<file path="src/rtl/hcgr_pkg.sv">
`timescale 1ns / 1ps
// ----------------------------------------------------------------------------
// hcgr_pkg
// Shared types and character constants of the hex color grayscale rewriter.
// ----------------------------------------------------------------------------
package hcgr_pkg;

	localparam logic [7:0] CHAR_HASH = 8'h23;
	localparam logic [7:0] CHAR_SEMI = 8'h3b;

	typedef struct packed {
		logic [7:0] in_byte;
		logic       in_last;
	} in_word_t;

	typedef struct packed {
		logic [7:0] out_byte;
		logic       out_last;
	} out_word_t;

	typedef enum logic {
		TOK_PASS = 1'b0,
		TOK_GRAY = 1'b1
	} tok_kind_t;

	// one classified unit of work: a literal byte or a color given as r, g, b
	typedef struct packed {
		tok_kind_t   kind;
		logic        last;
		logic [23:0] data;
	} tok_t;

endpackage

</file>
<file path="src/rtl/hcgr_front.sv">
`timescale 1ns / 1ps
// ----------------------------------------------------------------------------
// hcgr_front
// Lookahead window: takes input words, matches colors at a leading '#' and
// pushes literal or color tokens into the queue, one token per cycle while it holds work and the queue is not full.
// ----------------------------------------------------------------------------
module hcgr_front (
	input  logic              clk,
	input  logic              arst_n,
	input  logic              in_valid,
	output logic              in_stall,
	input  hcgr_pkg::in_word_t in_word,
	output logic              push,
	output hcgr_pkg::tok_t    push_tok,
	input  logic              q_full
);

	localparam int unsigned WIN = 8;

	logic [7:0] win_q [WIN];
	logic [3:0] cnt_q;
	logic       flush_q;

	logic       front_hash;
	logic       busy;
	logic       in_fire;
	logic [3:0] drop;
	logic [3:0] new_cnt;
	logic [6:1] h_ok;
	logic [3:0] h_val [7];
	logic       short_sel;
	logic       long_sel;

	function automatic logic [4:0] hex_decode(input logic [7:0] c);
		logic [4:0] r;
		r = 5'd0;
		if (c >= 8'h30 && c <= 8'h39) begin
			r = {1'b1, 4'(c - 8'h30)};
		end else if (c >= 8'h61 && c <= 8'h66) begin
			r = {1'b1, 4'(c - 8'h57)};
		end else if (c >= 8'h41 && c <= 8'h46) begin
			r = {1'b1, 4'(c - 8'h37)};
		end
		return r;
	endfunction

	assign front_hash = (win_q[0] == hcgr_pkg::CHAR_HASH);
	// a '#' at the front waits for a full window or for the end of the stream
	assign busy       = (cnt_q != 4'd0) && (!front_hash || cnt_q == 4'd8 || flush_q);
	assign in_stall   = busy;
	assign in_fire    = in_valid && !busy;

	always_comb begin
		h_val[0] = 4'd0;
		for (int i = 1; i < 7; i++) begin
			{h_ok[i], h_val[i]} = hex_decode(win_q[i]);
		end
	end

	assign short_sel = (cnt_q >= 4'd5) && (win_q[4] == hcgr_pkg::CHAR_SEMI);
	assign long_sel  = (cnt_q == 4'd8) && (win_q[7] == hcgr_pkg::CHAR_SEMI);

	always_comb begin
		push          = 1'b0;
		drop          = 4'd0;
		push_tok.kind = hcgr_pkg::TOK_PASS;
		push_tok.data = {16'd0, win_q[0]};
		if (busy && !q_full) begin
			push = 1'b1;
			drop = 4'd1;
			if (front_hash) begin
				if (short_sel) begin
					if (h_ok[1] && h_ok[2] && h_ok[3]) begin
						push_tok.kind = hcgr_pkg::TOK_GRAY;
						push_tok.data = {h_val[1], h_val[1], h_val[2], h_val[2],
							h_val[3], h_val[3]};
						drop = 4'd5;
					end
				end else if (long_sel && (&h_ok)) begin
					push_tok.kind = hcgr_pkg::TOK_GRAY;
					push_tok.data = {h_val[1], h_val[2], h_val[3], h_val[4],
						h_val[5], h_val[6]};
					drop = 4'd8;
				end
			end
		end
		new_cnt       = (drop >= cnt_q) ? 4'd0 : cnt_q - drop;
		push_tok.last = flush_q && (new_cnt == 4'd0);
	end

	always_ff @(posedge clk or negedge arst_n) begin
		if (!arst_n) begin
			cnt_q   <= 4'd0;
			flush_q <= 1'b0;
		end else if (in_fire) begin
			cnt_q   <= cnt_q + 4'd1;
			flush_q <= in_word.in_last;
		end else if (push) begin
			cnt_q <= new_cnt;
			if (new_cnt == 4'd0) begin
				flush_q <= 1'b0;
			end
		end
	end

	always_ff @(posedge clk) begin
		if (in_fire) begin
			win_q[cnt_q[2:0]] <= in_word.in_byte;
		end else if (push) begin
			for (int i = 0; i < WIN; i++) begin
				if (drop == 4'd1 && i + 1 < WIN) begin
					win_q[i] <= win_q[i + 1];
				end else if (drop == 4'd5 && i + 5 < WIN) begin
					win_q[i] <= win_q[i + 5];
				end
			end
		end
	end

	a_cnt_range: assert property (@(posedge clk) disable iff (!arst_n)
		cnt_q <= 4'd8)
		else $error("window count out of range");

	a_idle_front: assert property (@(posedge clk) disable iff (!arst_n)
		(!in_stall && cnt_q != 4'd0) |-> (front_hash && !flush_q))
		else $error("window idle with work at the front");

	a_flush_drains: assert property (@(posedge clk) disable iff (!arst_n)
		(push && push_tok.last) |=> (cnt_q == 4'd0 && !flush_q))
		else $error("last token pushed but window not empty");

endmodule

</file>
<file path="src/rtl/hcgr_fifo.sv">
`timescale 1ns / 1ps
// ----------------------------------------------------------------------------
// hcgr_fifo
// Four-entry token queue between the window and the output side.
// ----------------------------------------------------------------------------
module hcgr_fifo (
	input  logic           clk,
	input  logic           arst_n,
	input  logic           push,
	input  hcgr_pkg::tok_t push_tok,
	output logic           full,
	output logic           q_valid,
	output hcgr_pkg::tok_t q_tok,
	input  logic           pop
);

	localparam int unsigned DEPTH = 4;
	localparam int unsigned AW    = $clog2(DEPTH);

	hcgr_pkg::tok_t mem_q [DEPTH];
	logic [AW-1:0]  wr_ptr_q;
	logic [AW-1:0]  rd_ptr_q;
	logic [AW:0]    count_q;

	assign full    = (count_q == (AW + 1)'(DEPTH));
	assign q_valid = (count_q != '0);
	assign q_tok   = mem_q[rd_ptr_q];

	always_ff @(posedge clk or negedge arst_n) begin
		if (!arst_n) begin
			wr_ptr_q <= '0;
			rd_ptr_q <= '0;
			count_q  <= '0;
		end else begin
			if (push) begin
				wr_ptr_q <= wr_ptr_q + 1'b1;
			end
			if (pop) begin
				rd_ptr_q <= rd_ptr_q + 1'b1;
			end
			unique case ({push, pop})
				2'b10:   count_q <= count_q + 1'b1;
				2'b01:   count_q <= count_q - 1'b1;
				default: count_q <= count_q;
			endcase
		end
	end

	always_ff @(posedge clk) begin
		if (push) begin
			mem_q[wr_ptr_q] <= push_tok;
		end
	end

	a_no_overflow: assert property (@(posedge clk) disable iff (!arst_n)
		!(push && full) && !(pop && !q_valid))
		else $error("queue overflow or underflow");

endmodule

</file>
<file path="src/rtl/hcgr_back.sv">
`timescale 1ns / 1ps
// ----------------------------------------------------------------------------
// hcgr_back
// Output side: luma sum, reciprocal divide by 1000, then expands a color
// token into '#', three digit pairs and ';', one word per cycle while out_stall is low.
// ----------------------------------------------------------------------------
module hcgr_back (
	input  logic                clk,
	input  logic                arst_n,
	input  logic                q_valid,
	input  hcgr_pkg::tok_t      q_tok,
	output logic                pop,
	output logic                out_valid,
	input  logic                out_stall,
	output hcgr_pkg::out_word_t out_word
);

	localparam logic [17:0] W_R    = 18'd299;
	localparam logic [17:0] W_G    = 18'd587;
	localparam logic [17:0] W_B    = 18'd114;
	localparam logic [17:0] ROUND  = 18'd500;
	// ceil(2^28 / 1000): exact floor division for sums below 2^18
	localparam logic [18:0] RECIP  = 19'd268436;

	logic                valid_s1;
	hcgr_pkg::tok_kind_t kind_s1;
	logic                last_s1;
	logic [7:0]          byte_s1;
	logic [17:0]         sum_s1;

	logic                valid_s2;
	hcgr_pkg::tok_kind_t kind_s2;
	logic                last_s2;
	logic [7:0]          byte_s2;

	logic                em_valid_q;
	hcgr_pkg::tok_kind_t em_kind_q;
	logic                em_last_q;
	logic [7:0]          em_byte_q;
	logic [2:0]          idx_q;

	logic        em_fire;
	logic        em_done;
	logic        em_free;
	logic        load_em;
	logic        s2_free;
	logic        adv_s2;
	logic        s1_free;
	logic [17:0] sum_d;
	logic [36:0] prod;

	function automatic logic [7:0] hex_char(input logic [3:0] n);
		return (n < 4'd10) ? (8'h30 + {4'd0, n}) : (8'h57 + {4'd0, n});
	endfunction

	assign em_fire = em_valid_q && !out_stall;
	assign em_done = em_fire && (em_kind_q == hcgr_pkg::TOK_PASS || idx_q == 3'd7);
	assign em_free = !em_valid_q || em_done;
	assign load_em = valid_s2 && em_free;
	assign s2_free = !valid_s2 || load_em;
	assign adv_s2  = valid_s1 && s2_free;
	assign s1_free = !valid_s1 || s2_free;
	assign pop     = q_valid && s1_free;

	assign sum_d = W_R * {10'd0, q_tok.data[23:16]} + W_G * {10'd0, q_tok.data[15:8]}
		+ W_B * {10'd0, q_tok.data[7:0]} + ROUND;
	assign prod  = {19'd0, sum_s1} * {18'd0, RECIP};

	always_ff @(posedge clk or negedge arst_n) begin
		if (!arst_n) begin
			valid_s1   <= 1'b0;
			valid_s2   <= 1'b0;
			em_valid_q <= 1'b0;
			idx_q      <= 3'd0;
		end else begin
			if (s1_free) begin
				valid_s1 <= q_valid;
			end
			if (s2_free) begin
				valid_s2 <= valid_s1;
			end
			if (em_free) begin
				em_valid_q <= valid_s2;
				idx_q      <= 3'd0;
			end else if (em_fire) begin
				idx_q <= idx_q + 3'd1;
			end
		end
	end

	always_ff @(posedge clk) begin
		if (pop) begin
			kind_s1 <= q_tok.kind;
			last_s1 <= q_tok.last;
			byte_s1 <= q_tok.data[7:0];
			sum_s1  <= sum_d;
		end
		if (adv_s2) begin
			kind_s2 <= kind_s1;
			last_s2 <= last_s1;
			byte_s2 <= (kind_s1 == hcgr_pkg::TOK_GRAY) ? prod[35:28] : byte_s1;
		end
		if (load_em) begin
			em_kind_q <= kind_s2;
			em_last_q <= last_s2;
			em_byte_q <= byte_s2;
		end
	end

	always_comb begin
		out_word.out_last = em_last_q;
		out_word.out_byte = em_byte_q;
		if (em_kind_q == hcgr_pkg::TOK_GRAY) begin
			out_word.out_last = em_last_q && (idx_q == 3'd7);
			priority if (idx_q == 3'd0) begin
				out_word.out_byte = hcgr_pkg::CHAR_HASH;
			end else if (idx_q == 3'd7) begin
				out_word.out_byte = hcgr_pkg::CHAR_SEMI;
			end else if (idx_q[0]) begin
				out_word.out_byte = hex_char(em_byte_q[7:4]);
			end else begin
				out_word.out_byte = hex_char(em_byte_q[3:0]);
			end
		end
	end

	assign out_valid = em_valid_q;

	a_pass_single: assert property (@(posedge clk) disable iff (!arst_n)
		(em_valid_q && em_kind_q == hcgr_pkg::TOK_PASS) |-> (idx_q == 3'd0))
		else $error("literal word expanded past one byte");

endmodule

</file>
<file path="src/rtl/hex_color_grayscale_rewriter.sv">
`timescale 1ns / 1ps
// ----------------------------------------------------------------------------
// hex_color_grayscale_rewriter
// Rewrites '#rgb;' and '#rrggbb;' colors in a byte stream to the BT.601 gray.
// ----------------------------------------------------------------------------
// input: a word is taken only while the window has no token to push; a '#'
//   is held until 8 bytes are buffered or the last word arrives
// output: 1 word per cycle while out_stall is low; a color expands to 8 words from one queue token
// path: a token passes the queue, stage s1, stage s2 and the emit register
// reset: clears window count, queue and pipeline valids; no clearing pass
module hex_color_grayscale_rewriter (
	input  logic                clk,
	input  logic                arst_n,
	input  logic                in_valid,
	output logic                in_stall,
	input  hcgr_pkg::in_word_t  in_word,
	output logic                out_valid,
	input  logic                out_stall,
	output hcgr_pkg::out_word_t out_word
);

	logic           push;
	hcgr_pkg::tok_t push_tok;
	logic           q_full;
	logic           q_valid;
	hcgr_pkg::tok_t q_tok;
	logic           pop;

	hcgr_front u_front (
		.clk      (clk),
		.arst_n   (arst_n),
		.in_valid (in_valid),
		.in_stall (in_stall),
		.in_word  (in_word),
		.push     (push),
		.push_tok (push_tok),
		.q_full   (q_full)
	);

	hcgr_fifo u_fifo (
		.clk      (clk),
		.arst_n   (arst_n),
		.push     (push),
		.push_tok (push_tok),
		.full     (q_full),
		.q_valid  (q_valid),
		.q_tok    (q_tok),
		.pop      (pop)
	);

	hcgr_back u_back (
		.clk       (clk),
		.arst_n    (arst_n),
		.q_valid   (q_valid),
		.q_tok     (q_tok),
		.pop       (pop),
		.out_valid (out_valid),
		.out_stall (out_stall),
		.out_word  (out_word)
	);

endmodule

</file>
<file path="config.mk">
export PLATFORM = sky130hd
export DESIGN_NAME = hex_color_grayscale_rewriter
export DESIGN_NICKNAME = d
export VERILOG_FILES = /design/src/rtl/hcgr_pkg.sv /design/src/rtl/hcgr_front.sv /design/src/rtl/hcgr_fifo.sv /design/src/rtl/hcgr_back.sv /design/src/rtl/hex_color_grayscale_rewriter.sv
export SDC_FILE = /design/constraint.sdc
export NUM_CORES = 1
export LEC_CHECK = 0
export BUFFER_PORTS_ARGS = -buffer_cell sky130_fd_sc_hd__buf_2
export CAP_MARGIN = 5
export CORE_UTILIZATION = 55
export DETAILED_ROUTE_END_ITERATION = 6
export GPL_ROUTABILITY_DRIVEN = 0
export PLACE_DENSITY = 0.71
export SETUP_SLACK_MARGIN = 0.2
export SLEW_MARGIN = 30
export SYNTH_ARGS = -nofsm -noshare
export SYNTH_HDL_FRONTEND = slang
export SYNTH_SLANG_ARGS = --single-unit
</file>
<file path="constraint.sdc">
create_clock -name clk -period 10.06 [get_ports clk]
set_input_delay 1.509 -clock clk [delete_from_list [all_inputs] [get_ports clk]]
set_output_delay 1.509 -clock clk [all_outputs]
set_load 0.02 [all_outputs]
</file>
[Yosys cells after proc, flatten, opt, wreduce, memory -nomap -nowiden]
Memory sizes are Yosys's and may differ from the RTL's.
Cells that the tools add are included.
W data, S select, Z words.
Word-level totals
  register bits: 66
  memories: 2
  output and inout bits: 11
  bits in writable memories: 168
  word-level logic and storage cells: 237
  input bits: 13
Cells by class
  mux-type cells: 69
  $lt $le $gt $ge: 40
  bitwise operators: 4
  $add $sub $neg: 32
  reduce and logical (&&, ||, !) cells: 57
  eq/ne operators: 10
  multiply operators: 4
Memory list
  u_fifo.mem_q: depth 4, bits a word 26, read ports 1, clocked after Yosys merged registers in 0, write ports 1, line hcgr_fifo.sv:20  | hcgr_pkg::tok_t mem_q [DEPTH];
  u_front.win_q: depth 8, bits a word 8, read ports 8, clocked after Yosys merged registers in 0, write ports 7, line hcgr_front.sv:20  | logic [7:0] win_q [WIN];
Operators with widths (number)
  $mux W24: 5
  $ge A8 B7 Y1 const B: 12
  $le A8 B7 Y1 const B: 12
  $mux W5: 18
  $mux W8: 10
  $ge A8 B6 Y1 const B: 6
  $le A8 B6 Y1 const B: 6
  $sub A4 B3 Y4 const B: 12
  $mul A18 B17 Y34 const B: 1
  $logic_and A1 B1 Y1: 33
  $mux W4: 7
  $eq A8 B6 Y1 const B: 3
  $sub A4 B1 Y4 const B: 6
  $mux W1: 23
  $add A17 B18 Y18: 1
  $add A18 B15 Y18: 1
  $add A18 B9 Y18 const B: 1
  $mul A10 B8 Y18 const A: 1
  $mul A9 B8 Y17 const A: 1
  $add A7 B4 Y8 const A: 2
  $add A6 B4 Y7 const A: 2
  $mul A6 B8 Y14 const A: 1
  $mux W3: 4
  $mux W9: 1
  27 further kinds: 47

[Longest topological paths before layout]
Gate-level depths: netlist of run 1.
An unclocked memory read counts as a cell.
  depth after elaboration: 21
  depth in mapped cells: 28
  depth with buffers taken out: 26

[Hierarchy]
Synthesis of run 1 repeated with hierarchy kept, for this count alone.
Unflattened totals
  cells, all modules: 1593
  area total of the unflattened synthesis: 18961.9 µm²
Modules (own cells, without submodules)
  hcgr_back: sequential area each 1591.5 µm², times used 1, cells an instance 998, area each 10062.2 µm²
  hcgr_front: sequential area each 2047.0 µm², times used 1, cells an instance 426, area each 4707.0 µm²
  hcgr_fifo: sequential area each 3298.2 µm², times used 1, cells an instance 169, area each 4192.8 µm²

[Worst setup path after synthesis of run 1]
Ideal clock, no wire load.
  path kind: reg-to-reg
  start point: register u_fifo.rd_ptr_q[0]
  end point: register u_back.sum_s1[17], data pin
  library setup time: 0.264 ns
  buffers on the path: 2
  setup slack: 2.034 ns
  cell stages (with the launch flop): 29
  data required time: 9.796 ns
  period minus slack after synthesis: 8.026 ns
  arrival time: 7.762 ns
  cell sequence: dfrtp_1 -> clkbuf_1 -> buf_1 -> mux4_2 -> fa_1 -> inv_1 -> fa_1 -> inv_1 -> ha_1 -> ha_1 -> inv_1 -> fa_1 -> xnor2_1 -> ha_1 -> ha_1 -> fa_1 -> inv_1 -> fa_1 -> fa_1 -> inv_1 -> ha_1 -> and3_1 -> a21oi_1 -> o31ai_1 -> o41a_1 -> nand4_1 -> nand4_1 -> o31ai_1 -> xnor2_1
RTL lines
  from (decl): line hcgr_fifo.sv:22  | logic [AW-1:0] rd_ptr_q;
  from (signal assigned): line hcgr_fifo.sv:39  | rd_ptr_q <= rd_ptr_q + 1'b1;
  to (signal assigned): line hcgr_back.sv:96  | sum_s1 <= sum_d;
  to (decl): line hcgr_back.sv:29  | logic [17:0] sum_s1;

==> summary.txt, run 1 <==
Logic synthesis
  • Async SR Flop Fraction: 7.692%
  • Net Count, Synth: 2026
  • Main synth FF type: edfxtp_1
  • Yosys cell types: 87
  • Area leader, netlist: edfxtp_1
  • Seq/Total Area, Yosys: 36.95%
  • Number of flops mapped to enable cells by yosys: 216
  • Mapped Area: 18770 um2
  • Top-count cell post-synth: inv_1
  • Top cells by area, synth: edfxtp_1, ha_1, fa_1
  • #FFs+latches synth: 234
  • Most frequent cells after synthesis: inv_1, ha_1, edfxtp_1
  • Synthesis Warnings: 0
  • Top-area cell type share of the netlist area: 34.55%
  • Syn_area_per_cell: 11.76 um2
  • Syn Inst Count: 1596

Clocking
  • CTS root buffer: clkbuf_16
  • Post-CTS sizing: 0
  • H-tree levels: 1
  • Clk slew on worst S/H paths: 60 ps
  • Hold bufs inserted after CTS: 0
  • Num CTS Buffers: 25
  • Number of clock sinks: 234
  • Clock Latency Late Sink: 540 ps
  • Clock Tree Buf Depth: 3
  • Post CTS Setup Buffer Count: 0
  • CTS tree: done

Floorplan
  • Area of the die: 34870 um2
  • Initial Util: 55.98%
  • Ports: 24
  • Die Span Y: 186.7 um
  • Total core area: 33530 um2
  • Chip width: 186.7 um
  • Row count: 67

STA
  • Final critical path time including I/O delays and setup: 8160 ps
  • Slew headroom: 32.63%
  • Fin. max-slew vios: 0
  • Clock skew: 19.80 ps
  • Fmax: 122.5 MHz
  • Final TNS setup: 0 ps
  • Hold Violations, Final: 0
  • Worst Max-Slew Pin Slew: 985.0 ps
  • Fin crit share: 81.11%
  • Unrepaired setup endpoints after global routing: no
  • Setup violators final: 0

Min path
  • WHS Path Cells: 0
  • WHS Endpoint: u_back.em_byte_q[7]
  • Min-delay src: u_back.byte_s2[7]
  • Worst hold path type: register to register

Placed design
  • Port Buf Inserts: 23
  • HPWL after DPL: 29.71 mm
  • Area post-placement: 19440 um2

Global routing
  • GRT overflow: 0
  • Initial antenna violation count: 0
  • Vias in the first global route: 11.90k
  • Tot GR Track Use: 21.76%
  • First-pass GRT wire length: 60.79 mm
  • Largest net degree at the start of global routing: 66

Setup path
  • CP peak stage delay: 690 ps
  • Reg2reg end: u_back.sum_s1[17]
  • Worst reg2reg path depth: 27
  • Crit path DAT: 8430 ps
  • Critical Path Start Type: register
  • Worst r2r src: u_fifo.rd_ptr_q[0]
  • Critical path endpoint category: register
  • Reg2Reg Setup Slack: 1900 ps
  • CP max FO: 16
  • Setup CP Type: register to register
  • Cell mode on critical path: fa_1
  • Critical Path RT: 10330 ps
  • Critical path's slowest cell: dfrtp_2

Final layout
  • Layout area overhead: 7.898%
  • Fin area: 20250 um2
  • FILL cells: 2666
  • Layout net count: 2064
  • Layout cells sized above 1: 9.685%
  • Number of antenna diodes: 0

Outcome
  • Status: finished, violations left
  • Failing checks: design-rule violations

Route
  • Vias per cell: 5.570
  • DRT Wirelength: 37.17 mm
  • ANT nets after route: 0
  • DR pass1 iterations: 7
  • DRT iter0 DRCs: 608
  • DR WL/cell: 17.70 um
  • Remaining DRCs: 7
  • DR vias: 11.70k

Run
  • Max Cap Viol: 0
[final cells by class]
type | instances | area [um2] | share of cell area, %
well taps | 448 | 560.5 | 2.767
inverters | 310 | 1174 | 5.794
clock inverters | 11 | 105.1 | 0.5189
flip-flops and latches | 234 | 6938 | 34.25
multi-input cells | 1029 | 10560 | 52.14
clock buffers | 34 | 699.4 | 3.453
repair buffers | 34 | 217.7 | 1.075
[metrics by stage]
step,hold slack (ps),std cells,worst slack (ps),util (%)
finish,415.0,2100,1900,60.40
global route,419.6,2100,1484,60.40
CTS,417.6,2100,1872,60.38
detailed placement,404.5,2055,1866,57.98
global placement,403.1,2054,2020,57.85
floorplan,400.3,1596,2034,-
[how the worst max path moves through the flow]
stage	from	endpoint
floorplan	u_fifo.rd_ptr_q[0]	u_back.sum_s1[17]
CTS	u_fifo.rd_ptr_q[0]	u_back.sum_s1[17]
global route	u_fifo.rd_ptr_q[0]	u_back.sum_s1[17]
global placement	u_fifo.rd_ptr_q[0]	u_back.sum_s1[17]
detailed placement	u_fifo.rd_ptr_q[0]	u_back.sum_s1[17]
finish	u_fifo.rd_ptr_q[0]	u_back.sum_s1[17]
[logic make-up (layout without fill, tap and decap cells)]
group,count (synthesis),in the layout,share of synthesized area (%)
DFF,234,234,36.95
muxes,34,34,3.579
adders and majority gates,417,417,32.67
xor gates and xnor gates,38,38,1.773
and+or+nand+nor,269,269,7.605
AOI/OAI and AO/OA,271,271,10.31
buffers and inverters,333,389,7.105
[placed cells by master (no fill, tap or decap), types with 8 or more instances in the layout]
| cell type | synthesis | routed |
|---|---|---|
| xnor2_1 | 24 | 24 |
| edfxtp_1 | 216 | 216 |
| a21oi_1 | 59 | 59 |
| nor2b_4 | 8 | 8 |
| nand4_1 | 8 | 8 |
| nand2_1 | 79 | 79 |
| inv_1 | 305 | 305 |
| a31oi_1 | 9 | 8 |
| ha_1 | 295 | 295 |
| fa_1 | 122 | 122 |
| o21ai_0 | 44 | 44 |
| and3_1 | 8 | 8 |
| nor3_1 | 12 | 11 |
| nand3_1 | 10 | 10 |
| dfrtp_1 | 18 | 17 |
| buf_4 | 0 | 10 |
| nor2b_1 | 20 | 20 |
| a21o_1 | 47 | 47 |
| nor2_1 | 69 | 69 |
| o21bai_1 | 8 | 8 |
| and2_1 | 8 | 8 |
| nand2b_1 | 8 | 8 |
| a221o_1 | 25 | 25 |
| mux4_2 | 26 | 26 |
| clkbuf_16 | 0 | 25 |
| buf_2 | 0 | 23 |
| xor2_1 | 14 | 14 |
[sequential cells by signal, indices dropped and copies added, names as in the netlist, 2 cells and up]
register and cells:
u_back.byte_s1 8, u_back.em_byte_q 8, u_back.idx_q 3, u_fifo.mem_q 104, u_fifo.count_q 3, u_fifo.rd_ptr_q 2, u_front.win_q 64, u_fifo.wr_ptr_q 2
u_back.byte_s2 8, u_back.sum_s1 18, u_front.cnt_q 4
[routing by layer]
metal  track usage [%]  vias to the layer above  wire [um]
met5                 0                        -          0
met4             7.062                        0       1175
met3             1.862                       63       1185
met2             37.82                      221      18300
met1             28.87                     5759      16500
li1                  -                     5655          -
[critical path, delay by kind of cell (launching register included)]
kind,cells,cell delay (ps)
flops,1,690
mux,1,620
compound gates,4,920
buf+inv,6,620
simple gates,3,450
xor+xnor,2,290
fa+ha+maj,11,4280
Power of run 1 is not shown: default switching activity piles up to over one toggle a cycle in this logic, so the estimate is an artifact.
==> run 2, diff against run 1 <==
==> constraint.sdc (replaced) <==
create_clock -name clk -period 7.59 [get_ports clk]
set_input_delay 1.1385 -clock clk [delete_from_list [all_inputs] [get_ports clk]]
set_output_delay 1.1385 -clock clk [all_outputs]
set_load 0.02 [all_outputs]
==> run 2 against run 1 <==
Net effect:
- the flow now finishes without violations
- flip-flop and latch count is the same
- register-to-register slack got worse by 1500 ps
- die area unchanged
- fmax grew 14%
- first-iteration DRC count rose by 6.4%
- wire length grew 2.0%
- sequential share of layout area shrank 0.32 points
- final area is 0.95% higher
- hold slack gained 2.3 ps
- via count up 1.2%
- critical path type unchanged
- critical endpoint unchanged
==> summary.txt, run 2 (synthesis gave the netlist of run 1 again) <==
Outcome
  • Status: complete, no violations (was finished, violations left)

STA
  • Hold_ws: 417.3 ps (was 415.0 ps)
  • Fin crit share: 94.09% (was 81.11%)
  • Fmax: 140.0 MHz (was 122.5 MHz)
  • Final critical path time including I/O delays and setup: 7141 ps (was 8160 ps)
  • Fin. max-slew vios: 0 (unchanged)
  • Worst Max-Slew Pin Slew: 924.1 ps (was 985.0 ps)
  • Slew headroom: 38.02% (was 32.63%)
  • Unrepaired setup endpoints after global routing: no (unchanged)
  • Hold Violations, Final: 0 (unchanged)
  • Clock skew: 6.980 ps (was 19.80 ps)
  • Setup violators final: 0 (unchanged)
  • Final TNS setup: 0 ps (unchanged)

Setup path
  • Cell mode on critical path: fa_1 (unchanged)
  • Critical path endpoint category: register (unchanged)
  • Worst r2r src: u_fifo.rd_ptr_q[0] (unchanged)
  • Critical Path Start Type: register (unchanged)
  • Worst reg2reg path depth: 26 (was 27)
  • Crit path DAT: 7410 ps (was 8430 ps)
  • CP peak stage delay: 580 ps (was 690 ps)
  • CP Launch Point: u_fifo.rd_ptr_q[0] (unchanged)
  • End of the critical path: u_back.sum_s1[17] (unchanged)
  • Critical Path RT: 7860 ps (was 10330 ps)
  • Reg2reg end: u_back.sum_s1[17] (unchanged)
  • CP max FO: 5 (was 16)
  • Critical path's slowest cell: mux4_2 (was dfrtp_2)
  • Reg2Reg Setup Slack: 450 ps (was 1900 ps)
  • Setup CP Type: register to register (unchanged)

Floorplan
  • Die Span Y: 186.7 um (unchanged)
  • Row count: 67 (unchanged)
  • Initial Util: 55.98% (unchanged)
  • Ports: 24 (unchanged)
  • Total core area: 33530 um2 (unchanged)
  • Chip width: 186.7 um (unchanged)
  • Area of the die: 34870 um2 (unchanged)

Route
  • DR pass1 iterations: 5 (was 7)
  • ANT nets after route: 0 (unchanged)
  • Remaining DRCs: 0 (was 7)
  • DRT iter0 DRCs: 647 (was 608)
  • Vias per cell: 5.613 (was 5.570)
  • DR WL/cell: 17.96 um (was 17.70 um)
  • DRT Wirelength: 37.90 mm (was 37.17 mm)
  • DR vias: 11.84k (was 11.70k)

Clocking
  • CTS root buffer: clkbuf_16 (unchanged)
  • Num CTS Buffers: 26 (was 25)
  • H-tree levels: 1 (unchanged)
  • CTS tree: done (unchanged)
  • Hold bufs inserted after CTS: 0 (unchanged)
  • Clock Tree Buf Depth: 3 (unchanged)
  • Number of clock sinks: 234 (unchanged)
  • Clk slew on worst S/H paths: 60 ps (about the same)
  • Clock Latency Late Sink: 530 ps (was 540 ps)

Final layout
  • Commonest non-fill, non-tap cell in the layout: inv_1 (unchanged)
  • Layout net count: 2076 (was 2064)
  • Register Area: 6938 um2 (unchanged)
  • Area of the multi-input gates: 10670 um2 (was 10560 um2)
  • Number of flip-flops in the largest register: 104 (unchanged)
  • Most frequent cells in the layout: inv_1, ha_1, edfxtp_1 (unchanged)
  • Most flops, register: u_fifo.mem_q (unchanged)
  • Number of antenna diodes: 0 (unchanged)
  • FILL cells: 2627 (was 2666)
  • Largest registers: u_fifo.mem_q: 104 flops, u_front.win_q: 64 flops, u_back.sum_s1: 18 flops (unchanged)
  • Layout area overhead: 8.918% (was 7.898%)
  • Layout cells sized above 1: 11.37% (was 9.685%)

Global routing
  • GRT overflow: 0 (unchanged)
  • First-pass GRT wire length: 61.92 mm (was 60.79 mm)
  • Initial antenna violation count: 0 (unchanged)
  • Vias in the first global route: 12.30k (was 11.90k)
  • Largest net degree at the start of global routing: 66 (unchanged)
  • Tot GR Track Use: 22.19% (was 21.76%)

Min path
  • WHS Path Cells: 0 (unchanged)
  • Worst hold path type: register to register (unchanged)

Placed design
  • Port Buf Inserts: 23 (unchanged)
  • HPWL after DPL: 30.11 mm (was 29.71 mm)

Run
  • Max Cap Viol: 0 (unchanged)
-- run 2: worst min path at each step --
stage / start / to / slack, ps
after floorplan: u_back.byte_s2[0] / u_back.em_byte_q[0] / 400
after global placement: u_back.last_s1 / u_back.last_s2 / 400
after detailed placement: u_back.last_s1 / u_back.last_s2 / 400
after CTS: u_back.byte_s2[5] / u_back.em_byte_q[5] / 420
after global routing: u_back.byte_s2[7] / u_back.em_byte_q[7] / 420
final: u_back.byte_s2[5] / u_back.em_byte_q[5] / 420
-- run 2: worst max-delay path, delay by kind of cell (launching register included) --
| kind | cells | cell delay, ps |
|---|---|---|
| simple gates | 3 | 400 |
| buf+inv | 5 | 230 |
| xor+xnor | 2 | 280 |
| flops | 1 | 440 |
| fa+ha+maj | 11 | 4070 |
| mux | 1 | 580 |
| compound gates | 4 | 900 |
-- run 2: stage by stage --
step	setup WS [ps]	instance area (um2)	cells	utilization [%]
after global routing	134.8	20450	2110	60.97
after CTS	226.9	20290	2106	60.51
final	448.9	20450	2110	60.97
after global placement	196.1	19430	2058	57.94
after floorplan	228.7	18780	1596	-
after detailed placement	87.22	19450	2059	58.00
-- run 2: layer usage --
layer	up-vias	part of all wire, %	wire length [um]	track usage, %
met5	-	0	0	0
met4	0	2.9	1095	7.188
met3	81	3.7	1391	2.332
met2	240	51	19150	39.57
met1	5843	43	16260	28.27
li1	5679	-	-	-
-- run 2: what timing repair did --
action,in CTS,in global routing
buffers inserted,3,4
pin swaps,0,20
setup endpoints to repair,1,4
resized for setup,1,22
-- run 2: final cells by class --
type                    count  share of cell area, %
clock buffers              32                  3.396
clock inverters            12                 0.5875
inverters                 310                  5.740
multi-input cells        1029                  52.19
flip-flops and latches    234                  33.93
well taps                 448                  2.742
repair buffers             45                  1.407
Power of run 2 is left out for the same reason.
==> run 3, diff against run 2 <==
==> constraint.sdc (replaced) <==
create_clock -name clk -period 8.3 [get_ports clk]
set_input_delay 1.66 -clock clk [delete_from_list [all_inputs] [get_ports clk]]
set_output_delay 1.66 -clock clk [all_outputs]
set_load 0.02 [all_outputs]
==> run 3 against run 2 <==
Net effect:
- first-iteration DRC count grew 8.3%
- fmax shrank 7.1%
- wire length shrank 2.0%
- critical path type unchanged
- largest cell class unchanged
==> summary.txt, run 3 (synthesis gave the netlist of run 1 again) <==
Outcome
  • Status: complete, no violations (unchanged)

Setup path
  • Worst r2r src: u_fifo.rd_ptr_q[0] (unchanged)
  • Worst reg2reg path depth: 26 (unchanged)
  • Critical Path Start Type: register (unchanged)
  • Critical path endpoint category: register (unchanged)
  • CP max FO: 13 (was 5)
  • Setup CP Type: register to register (unchanged)
  • Crit path DAT: 7940 ps (was 7410 ps)
  • Critical Path RT: 8550 ps (was 7860 ps)
  • CP Launch Point: u_fifo.rd_ptr_q[0] (unchanged)

Final layout
  • Most flops, register: u_fifo.mem_q (unchanged)
  • Layout net count: 2063 (was 2076)
  • Number of flip-flops in the largest register: 104 (unchanged)
  • Largest registers: u_fifo.mem_q: 104 flops, u_front.win_q: 64 flops, u_back.sum_s1: 18 flops (unchanged)
  • Commonest non-fill, non-tap cell in the layout: inv_1 (unchanged)
  • Layout area overhead: 7.472% (was 8.918%)
  • Number of antenna diodes: 0 (unchanged)
  • FILL cells: 2677 (was 2627)
  • Layout Cells excl Fill: 2099 (was 2110)
  • Register Area: 6938 um2 (unchanged)
  • Layout cells sized above 1: 9.328% (was 11.37%)
  • Most frequent cells in the layout: inv_1, ha_1, edfxtp_1 (unchanged)
  • Fin area: 20170 um2 (was 20450 um2)
  • Area of the multi-input gates: 10550 um2 (was 10670 um2)

Floorplan
  • Initial Util: 55.98% (unchanged)
  • Ports: 24 (unchanged)
  • Chip width: 186.7 um (unchanged)
  • Die Span Y: 186.7 um (unchanged)
  • Area of the die: 34870 um2 (unchanged)
  • Total core area: 33530 um2 (unchanged)
  • Row count: 67 (unchanged)

STA
  • Unrepaired setup endpoints after global routing: no (unchanged)
  • Hold Violations, Final: 0 (unchanged)
  • Slew headroom: 35.11% (was 38.02%)
  • Hold_ws: 415.1 ps (was 417.3 ps)
  • Final critical path time including I/O delays and setup: 7691 ps (was 7141 ps)
  • Final TNS setup: 0 ps (unchanged)
  • Fin crit share: 92.66% (was 94.09%)
  • Clock skew: 24.50 ps (was 6.980 ps)
  • Fin. max-slew vios: 0 (unchanged)
  • Fmax: 130.0 MHz (was 140.0 MHz)
  • Setup violators final: 0 (unchanged)
  • Worst Max-Slew Pin Slew: 966.9 ps (was 924.1 ps)

Global routing
  • Initial antenna violation count: 0 (unchanged)
  • Tot GR Track Use: 21.83% (was 22.19%)
  • Largest net degree at the start of global routing: 66 (unchanged)
  • Vias in the first global route: 12.14k (was 12.30k)
  • First-pass GRT wire length: 60.90 mm (was 61.92 mm)
  • GRT overflow: 0 (unchanged)

Clocking
  • Number of clock sinks: 234 (unchanged)
  • CTS root buffer: clkbuf_16 (unchanged)
  • Num CTS Buffers: 25 (was 26)
  • CTS tree: done (unchanged)
  • Clock Tree Buf Depth: 3 (unchanged)
  • Post CTS Setup Buffer Count: 0 (was 3)
  • Hold bufs inserted after CTS: 0 (unchanged)
  • Clock Latency Late Sink: 530 ps (about the same)
  • Post-CTS sizing: 0 (was 1)
  • H-tree levels: 1 (unchanged)
  • Clk slew on worst S/H paths: 60 ps (about the same)

Route
  • Vias per cell: 5.598 (was 5.613)
  • DRT iter0 DRCs: 701 (was 647)
  • DRT Wirelength: 37.13 mm (was 37.90 mm)
  • Remaining DRCs: 0 (unchanged)
  • DR WL/cell: 17.69 um (was 17.96 um)
  • DR pass1 iterations: 5 (unchanged)
  • DR vias: 11.75k (was 11.84k)
  • ANT nets after route: 0 (unchanged)

Min path
  • Min-delay src: u_back.byte_s2[5] (unchanged)
  • WHS Path Cells: 0 (unchanged)
  • Worst hold path type: register to register (unchanged)

Run
  • Max Cap Viol: 0 (unchanged)

Placed design
  • Cell Count Post-Placement: 2054 (was 2059)
  • Area post-placement: 19410 um2 (was 19450 um2)
  • HPWL after DPL: 30.11 mm (about the same)
  • Port Buf Inserts: 23 (unchanged)
-- run 3: area by class of cell --
| type | count | share of cell area, % |
|---|---|---|
| multi-input cells | 1029 | 52.28 |
| flip-flops and latches | 234 | 34.39 |
| inverters | 310 | 5.817 |
| clock buffers | 29 | 3.175 |
| well taps | 448 | 2.778 |
| repair buffers | 33 | 0.9799 |
| clock inverters | 16 | 0.5768 |
-- run 3: per-layer routing --
layer	GRT usage, %	vias up	routed length (um)
met4	6.620	0	1130
met5	0	-	0
met1	27.53	5789	15790
met3	1.975	58	1440
li1	-	5657	-
met2	39.72	247	18760
-- run 3: final timing paths --
| check | slack, ps | endpoint |
|---|---|---|
| max | 610 | u_back.sum_s1[17] |
| min reg2reg | 420 | u_back.em_byte_q[5] |
| min in group asynchronous | 1070 | u_front.cnt_q[0] |
| min | 420 | u_back.em_byte_q[5] |
| max reg2reg | 610 | u_back.sum_s1[17] |
| max in group asynchronous | 6880 | u_fifo.rd_ptr_q[0] |
-- run 3: stage by stage --
step / setup WS (ps) / utilization (%)
after floorplan: 274.1 / -
after global placement: 715.1 / 57.83
after detailed placement: 577.1 / 57.89
after CTS: 545.7 / 60.15
after global routing: 244.5 / 60.16
final: 609.3 / 60.16
-- run 3: critical path, stage by stage, from the launching register on --
cell and delay [ps]:
dfrtp_2 610, mux4_2 640, fa_1 560, inv_1 50
fa_1 480, inv_1 50, ha_1 290, ha_1 170
inv_1 50, fa_1 400, xnor2_1 190, ha_1 280
ha_1 300, fa_1 510, inv_1 50, fa_1 460
fa_1 540, inv_1 40, ha_1 360, and3_1 210
a21oi_1 100, o31ai_1 120, o41a_1 350, nand4_1 100
nand4_1 130, o31ai_1 260, xnor2_1 110
Power of run 3 is left out for the same reason.
